**src/rtl/dqti_pkg.sv**
```systemverilog
// Package with the shared widths, defaults and entry type of the delta queue timer.
`timescale 1ns / 1ps

package dqti_pkg;

  // Default number of entries in the delta list.
  localparam int MAX_ENTRIES_DEF = 64;

  // Field widths fixed by the interface.
  localparam int TASK_W = 8;
  localparam int TIME_W = 32;

  // One stored entry: the task id and its delta beyond the predecessor.
  typedef struct packed {
    logic [TASK_W-1:0] task_id;
    logic [TIME_W-1:0] delta;
  } entry_t;

endpackage

```
**src/rtl/dqti_ram.sv**
```systemverilog
// Generic single-write, single-read synchronous RAM with a registered read.
`timescale 1ns / 1ps

module dqti_ram #(
  parameter int WIDTH = 8,
  parameter int DEPTH = 64,
  localparam int AW = (DEPTH > 1) ? $clog2(DEPTH) : 1
) (
  input  logic             clk,
  input  logic             we,
  input  logic [AW-1:0]    waddr,
  input  logic [WIDTH-1:0] wdata,
  input  logic [AW-1:0]    raddr,
  output logic [WIDTH-1:0] rdata
);

  logic [WIDTH-1:0] mem [DEPTH];

  // Write port and registered read port.
  always_ff @(posedge clk) begin
    if (we) begin
      mem[waddr] <= wdata;
    end
    rdata <= mem[raddr];
  end

endmodule

```
**src/rtl/delta_queue_timer_insert.sv**
```systemverilog
// Top level of the delta queue timer insert block.
`timescale 1ns / 1ps

// Inserts one task into a delta list of up to MAX_ENTRIES waiting tasks held
// in a single RAM of {task id, delta} words. Each beat on the input walks the
// list from the head, one entry per cycle through the RAM read port, until it
// finds the first entry whose delta exceeds the remaining delay, then shifts
// the later entries up one place, one entry per cycle through the write port.
// A dropped insert on a full list and an insert into an empty list skip the
// walk. Only one insert is in work at a time, but the next beat is taken
// while a result still waits in the output register.
module delta_queue_timer_insert
  import dqti_pkg::*;
#(
  parameter int MAX_ENTRIES = MAX_ENTRIES_DEF
) (
  input  logic              clk,
  input  logic              rst,
  input  logic              in_valid,
  output logic              in_stall,
  input  logic [TASK_W-1:0] task_id,
  input  logic [TIME_W-1:0] delay,
  input  logic [TIME_W-1:0] elapsed,
  output logic              out_valid,
  input  logic              out_stall,
  output logic [TIME_W-1:0] notify_time,
  output logic              became_head,
  output logic              full_res
);

  localparam int IDX_W = (MAX_ENTRIES > 1) ? $clog2(MAX_ENTRIES) : 1;
  localparam int CNT_W = $clog2(MAX_ENTRIES + 1);
  localparam int ENT_W = $bits(entry_t);

  typedef enum logic [1:0] {
    S_IDLE,
    S_WALK,
    S_SHIFT,
    S_FIN
  } state_t;

  state_t            state;
  logic [CNT_W-1:0]  count;
  logic [CNT_W-1:0]  k;
  logic [TASK_W-1:0] id;
  logic [TIME_W-1:0] rem;
  logic [TIME_W-1:0] elap;
  entry_t            carry;
  logic [TIME_W-1:0] res_notify;
  logic              res_head;
  logic              res_full;

  logic              ram_we;
  logic [IDX_W-1:0]  ram_waddr;
  entry_t            ram_wdata;
  logic [IDX_W-1:0]  ram_raddr;
  entry_t            ram_rdata;

  logic              in_acc;
  logic [CNT_W-1:0]  k1;
  logic              last;
  logic              is_full;
  logic [TIME_W-1:0] d_eff;
  logic              walk_past;
  logic [TIME_W-1:0] rem_sub;
  logic [TIME_W-1:0] delta_cut;

  dqti_ram #(
    .WIDTH(ENT_W),
    .DEPTH(MAX_ENTRIES)
  ) u_ram (
    .clk  (clk),
    .we   (ram_we),
    .waddr(ram_waddr),
    .wdata(ram_wdata),
    .raddr(ram_raddr),
    .rdata(ram_rdata)
  );

  // Handshake and walk arithmetic.
  assign in_stall  = (state != S_IDLE);
  assign in_acc    = in_valid && !in_stall;
  assign k1        = k + CNT_W'(1);
  assign last      = (k1 == count);
  assign is_full   = (count == CNT_W'(MAX_ENTRIES));
  // The head's delta is seen reduced by the elapsed ticks.
  assign d_eff     = (k == '0) ? (ram_rdata.delta - elap) : ram_rdata.delta;
  assign walk_past = (rem >= d_eff);
  assign rem_sub   = rem - d_eff;
  assign delta_cut = d_eff - rem;

  // RAM port control: reads run one entry ahead of the write.
  always_comb begin
    ram_we    = 1'b0;
    ram_waddr = k[IDX_W-1:0];
    ram_wdata = '{task_id: id, delta: rem};
    ram_raddr = k1[IDX_W-1:0];
    case (state)
      S_IDLE: begin
        ram_raddr = '0;
        ram_waddr = '0;
        ram_wdata = '{task_id: task_id, delta: delay};
        ram_we    = in_acc && (count == '0);
      end
      S_WALK: begin
        ram_we = 1'b1;
        if (walk_past) begin
          if (last) begin
            ram_waddr = count[IDX_W-1:0];
            ram_wdata = '{task_id: id, delta: rem_sub};
          end else begin
            ram_we = 1'b0;
          end
        end
      end
      S_SHIFT: begin
        // The entry two above the current one is fetched before it is overwritten.
        ram_we    = 1'b1;
        ram_waddr = k1[IDX_W-1:0];
        ram_wdata = carry;
        ram_raddr = k1[IDX_W-1:0] + IDX_W'(1);
      end
      default: begin
        ram_we = 1'b0;
      end
    endcase
  end

  // Sequencer, entry count and output register.
  always_ff @(posedge clk) begin
    if (rst) begin
      state     <= S_IDLE;
      count     <= '0;
      k         <= '0;
      out_valid <= 1'b0;
    end else begin
      if (out_valid && !out_stall && (state != S_FIN)) begin
        out_valid <= 1'b0;
      end
      case (state)
        S_IDLE: begin
          if (in_acc) begin
            id   <= task_id;
            rem  <= delay;
            elap <= elapsed;
            k    <= '0;
            if (is_full) begin
              res_notify <= '0;
              res_head   <= 1'b0;
              res_full   <= 1'b1;
              state      <= S_FIN;
            end else if (count == '0) begin
              count      <= CNT_W'(1);
              res_notify <= delay;
              res_head   <= 1'b1;
              res_full   <= 1'b0;
              state      <= S_FIN;
            end else begin
              state <= S_WALK;
            end
          end
        end
        S_WALK: begin
          if (walk_past) begin
            rem <= rem_sub;
            if (last) begin
              // Goes at the tail; the head keeps its original delta.
              count      <= count + CNT_W'(1);
              res_notify <= '0;
              res_head   <= 1'b0;
              res_full   <= 1'b0;
              state      <= S_FIN;
            end else begin
              k <= k1;
            end
          end else begin
            // Found the first larger entry: it moves up with its delta cut.
            carry      <= '{task_id: ram_rdata.task_id, delta: delta_cut};
            res_notify <= (k == '0) ? rem : '0;
            res_head   <= (k == '0);
            res_full   <= 1'b0;
            state      <= S_SHIFT;
          end
        end
        S_SHIFT: begin
          if (last) begin
            count <= count + CNT_W'(1);
            state <= S_FIN;
          end else begin
            carry <= ram_rdata;
            k     <= k1;
          end
        end
        S_FIN: begin
          if (!out_valid || !out_stall) begin
            out_valid   <= 1'b1;
            notify_time <= res_notify;
            became_head <= res_head;
            full_res    <= res_full;
            state       <= S_IDLE;
          end
        end
        default: begin
          state <= S_IDLE;
        end
      endcase
    end
  end

endmodule
```
**config.mk**
```make
export PLATFORM = sky130hd
export DESIGN_NAME = delta_queue_timer_insert
export DESIGN_NICKNAME = d
export VERILOG_FILES = /design/src/rtl/dqti_pkg.sv /design/src/rtl/dqti_ram.sv /design/src/rtl/delta_queue_timer_insert.sv
export SDC_FILE = /design/constraint.sdc
export NUM_CORES = 2
export LEC_CHECK = 0
export ABC_CLOCK_PERIOD_IN_PS = 25200
export BUFFER_PORTS_ARGS = -buffer_cell sky130_fd_sc_hd__buf_2
export CORE_MARGIN = 4
export CORE_UTILIZATION = 31
export CTS_BUF_LIST = sky130_fd_sc_hd__clkbuf_8
export DETAILED_ROUTE_END_ITERATION = 12
export PLACE_DENSITY = 0.41
export REMOVE_ABC_BUFFERS = 1
export SLEW_MARGIN = 0
export SYNTH_ARGS = -nofsm -noshare
export SYNTH_HDL_FRONTEND = slang
export SYNTH_SLANG_ARGS = --single-unit
export TNS_END_PERCENT = 20
```
**constraint.sdc**
```tcl
create_clock -name clk -period 25.2 [get_ports clk]
set_input_delay 0 -clock clk [delete_from_list [all_inputs] [get_ports clk]]
set_output_delay 0 -clock clk [all_outputs]
set_load 0.05 [all_outputs]
```
==> results.md <==
- Router iterations before antenna repair: 9
- Width of the die: 565 µm
- Overall Power: 16500 µW
- Setup Skew: 62.8 ps
- Vias in the first global route: 62800
- Sequential fraction of the synthesis area: 70.2%
- Clock sink total: 2261
- CTS tree: done
- Maximum vdd drop: 0.000132 V
- Nets: 8207
- CP Max Fanout: 58
- PostCTS Resize Cnt: 0
- Number of distinct library cells after synthesis: 90
- Top-area cell type share of the netlist area: 69.2%
- Crit end category: flop
- Worst min-delay path category: primary input to flop
- Max clock buf depth: 4
- Area grow syn2layout: 15.6%
- Worst Max-Slew Pin Slew: 1280 ps
- YS warnings: 0
- Async set-reset flop share out of synthesis: 0%
- Die Ht: 565 µm
- Initial antenna violation count: 17
- Most frequent cells in the layout: 2212 x edfxtp_1, 2153 x nand2_1, 529 x nand3_1
- Final Worst Setup Slack: 16040 ps
- Final slew viol count: 0
- H-tree depth: 5
- Max Cap Viol: 0
- Commonest non-fill, non-tap cell in the layout: edfxtp_1
- Root Buffer: clkbuf_8
- Setup crit start kind: flop
- Global-route usage over all layers: 19.1%
- Clk Latency, worst-skew pair: 1060 ps
- Antenna Nets Post-Route: 0
- Cts bufs inserted: 408
- Post-synth EDFFs: 2212
- Area contributors post-synth: edfxtp_1 69%, nand2_1 8.4%, a311oi_1 3.5%, nand3_1 2.8%, and3_1 1.8%
- Critical Path RT: 25840 ps
- Main synth FF type: edfxtp_1
- Starting DRT DRC Count: 4859
- Total gr overflow: 0
- Flops & latches, synth: 2261
- Worst EP arrival: 9800 ps
- Leak: 0.0384 µW
- Achievable frequency: 109 MHz
- CP Class: flop to flop
- Unrepaired setup endpoints after global routing: false
- Max_slew headroom: 13.9%
- Via-to-Cell Ratio: 5.12
- Routability congestion estimate: 0.859
- Post-Synthesis Cell Area: 96000 µm²
- I/O pin total: 112
- WL final: 314000 µm
- Pin count of the biggest net entering global routing: 140
- Setup Viol. Count Final: 0
- IO buf count: 103
- Die area: 319000 µm²
- Fin crit share: 36.4%
- CORE AREA: 309000 µm²
- Cts hold-fix bufs: 136
- Post-CTS Repair Setup Buffers: 0
- Layout cells sized above 1: 12.0%
- PwrDens: 148 nW/µm²
- Fin crit period: 9160 ps
- Mapped Avg Cell Area: 12.4 µm²
- Routed wire per std cell: 25.2 µm
- Fin util: 36.0%
- Rows: 204
- DRC: 0
- Worst-path clk slew: 60 ps
- Via count: 63800
- Final hold violation count: 0
- Status: finished clean
- First-pass GRT wire length: 450000 µm
- Starting Density: 31.1%
- Hpwl dp: 168000 µm
- Cells after Synth: 7720
- Largest area contributor in the netlist: edfxtp_1
- DP Worst Slack: 15970 ps
metrics by stage:
| step | cell area [µm²] | cells | hold slack (ps) | TNS, ps |
|---|---|---|---|---|
| 2_1_floorplan | 93900 | 7184 | 69.1 | -389770 |
| 3_3_place_gp | 102000 | 11600 | 180 | 0 |
| 3_5_place_dp | 102000 | 11600 | 179 | 0 |
| 4_1_cts | 111000 | 12500 | 94.5 | 0 |
| 5_1_grt | 111000 | 12500 | 166 | 0 |
| 6_report | 111000 | 12500 | 237 | 0 |
power breakdown:
part | internal [µW] | switching (µW) | leakage, µW
clock | 1640 | 1560 | 0.00434
combinational | 2170 | 5570 | 0.0136
sequential | 5430 | 108 | 0.0205
layout make-up:
type                    count  area [µm²]
flip-flops and latches   2261       67400
clock inverters           305        1670
multi-input cells        4799       27100
repair buffers            431        3490
clock buffers             416        5730
diodes                     14        35.0
well taps                4120        5150
fillers                 30000      198000
inverters                 124         465
final timing paths:
kind,from,end,slack (ps),depth (start not counted)
setup / recovery,elap[0],u_ram.mem[41][4],16040,26
setup reg to reg,elap[0],u_ram.mem[41][4],16040,26
hold / removal,elapsed[7],elap[7],240,3
hold reg to reg,res_notify[23],notify_time[23],410,0
routing by layer:
layer	track usage [%]	routed length (µm)
met2	30.9	146000
met3	2.55	15200
met5	0	7
met1	26.7	144000
met4	5.61	8790
synthesized netlist by cell type (all sizes together) (4+ instances only):
library cell  count
a2111oi           4
a211o             4
a211oi          115
a21o             43
a21oi           295
a221oi           31
a22o             34
a22oi             8
a311oi          390
a31oi           138
and2             15
and3            271
and4              5
buf             136
clkbuf          400
dfxtp            49
edfxtp         2212
ha              103
inv             123
mux2             51
mux2i            14
nand2          2153
nand2b           14
nand3           537
nand4            27
nor2            175
nor2b            15
nor3             17
nor4             12
o211a             5
o211ai           10
o21a             16
o21ai           126
o21bai           11
o31ai             7
or3               6
xnor2            74
xor2             22
kinds of logic after synthesis:
logic type	count (synthesis)	share of synthesized area [%]
flip-flops	2261	70.2
AO/OA/AOI/OAI	1270	9.46
multiplexers	65	0.744
XOR/XNOR	96	0.875
buffers and inverters	660	2.71
AND/OR/NAND/NOR	3262	14.6
adder cells (fa/ha/maj)	106	1.40
registers in the layout, summed over array words and instances (netlist names):
name / count
rem: 32
res_notify: 32
notify_time: 32
res_head: 1
became_head: 1
u_ram.rdata: 32
elap: 32
k: 7
carry: 32
count: 7
state: 2
full_res: 1
res_full: 1
u_ram.mem: 2048
out_valid: 1
worst max-delay path, stage by stage (launching register included):
cell	delay [ps]
edfxtp_1	430
ha_1	200
inv_1	50
fa_1	430
a211oi_1	230
o21bai_1	130
or2_2	310
a211o_1	350
o31ai_2	450
a211oi_1	220
o21ai_1	170
nand2b_1	120
xor2_1	180
mux2_2	280
ha_1	500
a21o_1	240
a21oi_1	260
a31oi_1	120
a211o_1	310
a31oi_2	210
buf_4	350
nand2b_2	180
buf_4	590
a311o_1	430
nand4_2	650
nor2_4	740
buf_4	530
Power figures use the tool's default switching activity.
